### config.mk
export PLATFORM = sky130hd
export DESIGN_NAME = rcsnr_div
export DESIGN_NICKNAME = d
export VERILOG_FILES = /design/src/sv/rcsnr_pkg.sv /design/src/sv/rcsnr_div.sv
export SDC_FILE = /design/constraint.sdc
export NUM_CORES = 1
export LEC_CHECK = 0
export ABC_AREA = 1
export BUFFER_PORTS_ARGS = -buffer_cell sky130_fd_sc_hd__clkbuf_2
export CELL_PAD_IN_SITES_DETAIL_PLACEMENT = 0
export CELL_PAD_IN_SITES_GLOBAL_PLACEMENT = 1
export CORE_MARGIN = 5
export CORE_UTILIZATION = 35
export DETAILED_ROUTE_END_ITERATION = 7
export PLACE_DENSITY_LB_ADDON = 0.05
export SETUP_SLACK_MARGIN = 0.1
export SKIP_LAST_GASP = 1
export SLEW_MARGIN = 20
export SYNTH_ARGS = -nofsm -noshare
export SYNTH_HDL_FRONTEND = slang
export SYNTH_SLANG_ARGS = --single-unit
### constraint.sdc
create_clock -name clk -period 3.9 [get_ports clk]
set_input_delay 0.39 -clock clk [delete_from_list [all_inputs] [get_ports clk]]
set_output_delay 0.39 -clock clk [all_outputs]
set_load 0.1 [all_outputs]
### src/sv/rcsnr_pkg.sv
package rcsnr_pkg;

	localparam int RAND_W  = 31;
	localparam int CFG_W   = 13;
	localparam int COORD_W = 12;
	localparam int CIDX_W  = 2;
	localparam int STEP_W  = 5;

	localparam logic [CIDX_W-1:0] CFG_GRID_ROWS = 2'd0;
	localparam logic [CIDX_W-1:0] CFG_GRID_COLS = 2'd1;

	localparam logic REQ_FLIP  = 1'b0;
	localparam logic REQ_RESET = 1'b1;

	typedef struct packed {
		logic              req_type;
		logic [RAND_W-1:0] rand_value;
	} in_item_t;

	typedef struct packed {
		logic [COORD_W-1:0] row_index;
		logic [COORD_W-1:0] col_index;
		logic               exhausted;
	} out_item_t;

	typedef struct packed {
		logic              start;
		logic [STEP_W-1:0] steps;
	} div_req_t;

	typedef struct packed {
		logic done;
	} div_rsp_t;

endpackage

### src/sv/rcsnr_div.sv
module rcsnr_div #(
	parameter int DVS_W = 13
) (
	input  logic                            clk,
	input  logic                            arst_n,
	input  rcsnr_pkg::div_req_t             ctl,
	input  logic [rcsnr_pkg::RAND_W-1:0]    dividend,
	input  logic [DVS_W-1:0]                divisor,
	output rcsnr_pkg::div_rsp_t             stat,
	output logic [rcsnr_pkg::RAND_W-1:0]    quotient,
	output logic [DVS_W-1:0]                remainder
);

	localparam int DVD_W = rcsnr_pkg::RAND_W;

	logic [DVD_W-1:0]             dq_q;
	logic [DVS_W-1:0]             rem_q;
	logic [DVS_W-1:0]             divisor_q;
	logic [rcsnr_pkg::STEP_W-1:0] cnt_q;
	logic                         run_q;
	logic                         done_q;

	logic [DVS_W:0]   trial;
	logic             take;
	logic [DVS_W-1:0] rem_next;

	// restoring step: shift in the next dividend bit, subtract if it fits
	always_comb begin
		trial    = {rem_q, dq_q[DVD_W-1]};
		take     = (trial >= {1'b0, divisor_q});
		rem_next = take ? DVS_W'(trial - {1'b0, divisor_q}) : trial[DVS_W-1:0];
	end

	always_ff @(posedge clk or negedge arst_n) begin
		if (!arst_n) begin
			run_q  <= 1'b0;
			done_q <= 1'b0;
			cnt_q  <= '0;
		end else begin
			done_q <= 1'b0;
			if (ctl.start) begin
				run_q <= 1'b1;
				cnt_q <= ctl.steps;
			end else if (run_q) begin
				cnt_q <= cnt_q - 1'b1;
				if (cnt_q == rcsnr_pkg::STEP_W'(1)) begin
					run_q  <= 1'b0;
					done_q <= 1'b1;
				end
			end
		end
	end

	always_ff @(posedge clk) begin
		if (ctl.start) begin
			dq_q      <= dividend;
			rem_q     <= '0;
			divisor_q <= divisor;
		end else if (run_q) begin
			dq_q  <= {dq_q[DVD_W-2:0], take};
			rem_q <= rem_next;
		end
	end

	assign stat.done = done_q;
	assign quotient  = dq_q;
	assign remainder = rem_q;

endmodule

## After elaboration in Yosys (flattened, before gate mapping)

Index checks and enable logic that the tools add are counted.

| storage, ports and cells | value |
|---|---|
| logic and storage cells | 22 |
| output and inout bits | 45 |
| bits in registers | 64 |
| input bits | 52 |

| cells by class | value |
|---|---|
| $add $sub $neg | 2 |
| equal/unequal tests | 1 |
| reductions and logical operators | 1 |
| order comparisons | 1 |
| mux-type cells | 11 |

Operators by type and width:

| operator | number |
|---|---|
| 2-to-1 mux 31 bit | 2 |
| >= comparator 14 x 13 -> 1 bit | 1 |
| 2-to-1 mux 13 bit | 1 |
| subtractor 13 bit | 1 |
| 2-to-1 mux 5 bit | 2 |
| 2-to-1 mux 1 bit | 6 |
| == test 5 x 1 -> 1 bit, second input constant | 1 |
| subtractor 5 x 1 -> 5 bit, second input constant | 1 |
| nonzero test 2 bit | 1 |

## Depth between registers and ports, before layout

| depth | value |
|---|---|
| depth after elaboration | 4 |
| mapped depth | 14 |
| gate-level depth less buffers | 13 |

## Worst setup path after synthesis

Ideal clock, no wire load.

| path | value |
|---|---|
| path type | reg2reg |
| from | register dq_q[30] (netlist: quotient[30]) |
| to | register dq_q[0] (netlist: quotient[0]), data pin |
| data arrival time | 2.275 ns |
| clock period less this slack | 2.527 ns |
| cell stages (with the launch flop) | 14 |
| buffers on the path | 1 |
| data required time | 3.648 ns |
| setup slack | 1.373 ns |
| setup time | 0.252 ns |
| path through | edfxtp_1 inv_1 ha_1 inv_1 fa_1 nand2_1 nand2_1 nand3_1 nand2_2 nand2_4 nand3_4 buf_8 nand2_1 nand2_1 |

| on the way | value |
|---|---|
| word-level cells in the longest chain between the ends | 3 |

RTL lines:

| element | RTL line | source |
|---|---|---|
| start, declared | rcsnr_div.sv:16 | `logic [DVD_W-1:0] dq_q;` |
| start signal, assigned | rcsnr_div.sv:56 | `dq_q <= dividend;` |
| start signal, assigned | rcsnr_div.sv:60 | `dq_q <= {dq_q[DVD_W-2:0], take};` |
| >= comparator 14 x 13 -> 1 bit | rcsnr_div.sv:30 | `take = (trial >= {1'b0, divisor_q});` |
| 2-to-1 mux 31 bit | rcsnr_div.sv:59 | `end else if (run_q) begin` |
| 2-to-1 mux 31 bit | rcsnr_div.sv:55 | `if (ctl.start) begin` |

No other way between the ends. The select of a mux whose other input is x is not followed.
A chain may end at the register's enable or synchronous reset.

## Worst setup path after layout

Same ends and word-level chain as after synthesis.

==> flow_metrics.py <==
metrics = {
    "sta": {
        "rsz0062_at_grt": "no",
        "setup_violations": 0,
        "fin_crit_ns": 2.32,
        "skew_ns": 0.00889,
        "fin_tns_setup_ns": 0,
        "fin_hold_ws_ns": 0.220,
        "finalCritPeriodShare": 0.595,
        "setup_slack_ns": 1.58,
        "fmax_ghz": 0.431,
        "slew_headroom": 0.367,
        "hold_violations": 0,
        "slew_violations": 0,
        "tightest_slew_ns": 0.949,
    },
    "floorplanning": {
        "die_w_um": 112,
        "coreArea_sq_um": 10200,
        "initial_core_util": 0.357,
        "die_area_sq_um": 12600,
        "fp-row-count": 37,
        "ios": 97,
        "fp.dieH_um": 112,
    },
    "placement": {
        "dpl_cell_area_sq_um": 4260,
        "io_buffers": 96,
        "dpl.hpwl_um": 7170,
        "gp_congestion": 0.806,
        "place_ws_ns": 1.57,
    },
    "status": {
        "status": "finished clean",
    },
    "logic_synthesis": {
        "ys_ff_latch": 64,
        "yosysSeqAreaShare": 0.481,
        "syn_inst": 450,
        "synth_area_sq_um": 3650,
        "synth_top_area_frac": 0.362,
        "ys_top_cells_by_area": "edfxtp_1, nand2_1, dfxtp_1",
        "ys_types": 33,
        "synth_area_per_cell_sq_um": 8.12,
        "yosysWarningCount": 0,
        "yosysTopAreaCell": "edfxtp_1",
        "syn_nets": 518,
    },
    "min_path": {
        "min_from": "divisor[11]",
        "whs_path_depth": 1,
        "hold_end": "divisor_q[11]$_DFFE_PP_",
        "hold_path_class": "primary input to flop",
    },
    "pwr": {
        "p_leak_nw": 2.40,
        "vdd_ir_drop_max_mv": 0.229,
        "p_total_mw": 3.23,
        "power_density_nw_per_um2": 717,
    },
    "clock_tree": {
        "clk_pin_slew_ns": 0.08,
        "htree_levels": 3,
        "cts.sinks": 64,
        "cts_inserted_buffers": 9,
        "post_cts_buffers": 0,
        "clock_latency_ns": 0.34,
        "cts_tree": "done",
        "clock_path_buffers": 2,
        "cts-root-buf": "clkbuf_8",
    },
    "global_route": {
        "grt_first_pass_wirelength_um": 15400,
        "grt_overflow": 0,
        "grt_usage": 0.152,
        "grt_pass1_vias": 3219,
        "grt_max_degree": 36,
        "grt_antenna_before_repair": 0,
    },
    "detailed_routing": {
        "drcViolationCount": 0,
        "firstDrtPassIters": 4,
        "wl_per_cell_um": 13.5,
        "routed_wl_um": 9290,
        "drt_iter0_drc": 82,
        "routed_via_density": 4.55,
        "vias": 3138,
        "final_antenna_net_count": 0,
    },
    "final_layout": {
        "syn_to_final_growth_pct": 23.2,
        "nNetsFinal": 616,
        "seqCellArea_sq_um": 1760,
        "antenna_cells": 0,
        "fillers": 1105,
        "fin_area_sq_um": 4500,
        "drive_gt1_frac": 0.259,
        "multi_input_area_sq_um": 1570,
    },
    "run": {
        "max_cap_viol_count": 0,
    },
    "setup_path": {
        "timing.rr.end": "quotient[0]$_DFFE_PP_",
        "reg2reg_slack_ns": 1.58,
        "ff2ff_path_depth": 12,
        "crit_type": "flop to flop",
        "crit_arrival_ns": 2.41,
        "cp.required_ns": 3.99,
        "critPathLaunchType": "flop",
        "r2r_start": "quotient[30]$_DFFE_PP_",
        "end_kind": "flop",
        "cp_max_fo": 15,
    },
}
[worst max-delay path, cell delays in order (launching register included)]
cell and delay (ns):
edfxtp_1 0.40, inv_1 0.10, ha_1 0.15, inv_1 0.07, fa_1 0.43, nand2_1 0.09, nand2_1 0.05, nand3_1 0.08
nand2_2 0.08, nand2_4 0.16, nand3_4 0.25, nand2_1 0.14, nand2_1 0.06
[cell usage after synthesis (all sizes together)]
| cell type | number |
|---|---|
| ha | 15 |
| nand2 | 193 |
| clkbuf | 8 |
| nand4 | 19 |
| nand3 | 34 |
| dfxtp | 13 |
| dfrtp | 7 |
| edfxtp | 44 |
| o21ai | 6 |
| buf | 6 |
| xor2 | 3 |
| xnor2 | 5 |
| nor3 | 2 |
| fa | 1 |
| a22oi | 1 |
| o211ai | 2 |
| o221ai | 2 |
| a21oi | 4 |
| nor2 | 16 |
| inv | 69 |
[sequential cells by signal (all words and copies together), names as in the netlist]
| signal | flops |
|---|---|
| cnt_q | 5 |
| divisor_q | 13 |
| quotient | 31 |
| remainder | 13 |
| run_q | 1 |
| stat | 1 |
[cell usage in the layout (no fill, tap or decap), types with 7 or more instances in the layout]
cell	instances
nand3_2	7
dfxtp_1	13
clkbuf_2	96
ha_1	15
nand3_1	26
nand2_1	185
nand2_2	7
dfrtp_1	7
clkbuf_8	10
nor2_1	12
nand4_1	18
inv_1	65
edfxtp_1	44
[final cells by class]
cell class / instances / area share
sequential: 64 / 0.390
clock inverter: 6 / 0.0206
tap: 136 / 0.0378
clock buffer: 10 / 0.0306
timing repair buffer: 101 / 0.116
inverter: 69 / 0.0575
multi-input combinational: 303 / 0.348
[layer usage]
| layer | track usage | routed length, um |
|---|---|---|
| met2 | 0.234 | 4270 |
| met4 | 0.0489 | 102 |
| met1 | 0.202 | 4340 |
| met5 | 0 | 0 |
| met3 | 0.0518 | 581 |
[power by group]
| part | internal (mW) | switching [mW] | total [mW] |
|---|---|---|---|
| Combinational | 0.366 | 1.25 | 1.62 |
| Clock | 0.379 | 0.281 | 0.660 |
| Sequential | 0.857 | 0.0912 | 0.948 |
| Total | 1.60 | 1.62 | 3.23 |
[logic make-up after synthesis]
| logic type | synth area share |
|---|---|
| AO/OA/AOI/OAI | 0.0288 |
| AND/OR/NAND/NOR | 0.324 |
| buffers and inverters | 0.0908 |
| adder cells (fa/ha/maj) | 0.0568 |
| XOR/XNOR | 0.0192 |
| flip-flops | 0.481 |
[how the worst max path moves through the flow]
stage | start | to | slack (ns) | depth (start not counted)
6_report | quotient[30]$_DFFE_PP_ | quotient[0]$_DFFE_PP_ | 1.58 | 12
5_1_grt | quotient[30]$_DFFE_PP_ | quotient[0]$_DFFE_PP_ | 1.38 | 12
4_1_cts | quotient[30]$_DFFE_PP_ | quotient[0]$_DFFE_PP_ | 1.57 | 12
3_5_place_dp | quotient[30]$_DFFE_PP_ | quotient[0]$_DFFE_PP_ | 1.57 | 12
3_3_place_gp | quotient[30]$_DFFE_PP_ | quotient[0]$_DFFE_PP_ | 1.65 | 12
2_1_floorplan | quotient[30]$_DFFE_PP_ | quotient[0]$_DFFE_PP_ | 1.37 | 13
[per-stage QoR]
step                      utilization  instances
after CTS                       0.440        689
after floorplan                     -        450
after global routing            0.440        689
final                           0.440        689
after detailed placement        0.417        672
after global placement          0.417        672
[repair_timing]
| item | in CTS | in global routing |
|---|---|---|
| resized for setup | 0 | 0 |
| hold endpoints to repair | 7 | 0 |
| setup endpoints to repair | 0 | 0 |
| hold buffers | 1 | 0 |
No activity file was read; power rests on OpenSTA's default activity.
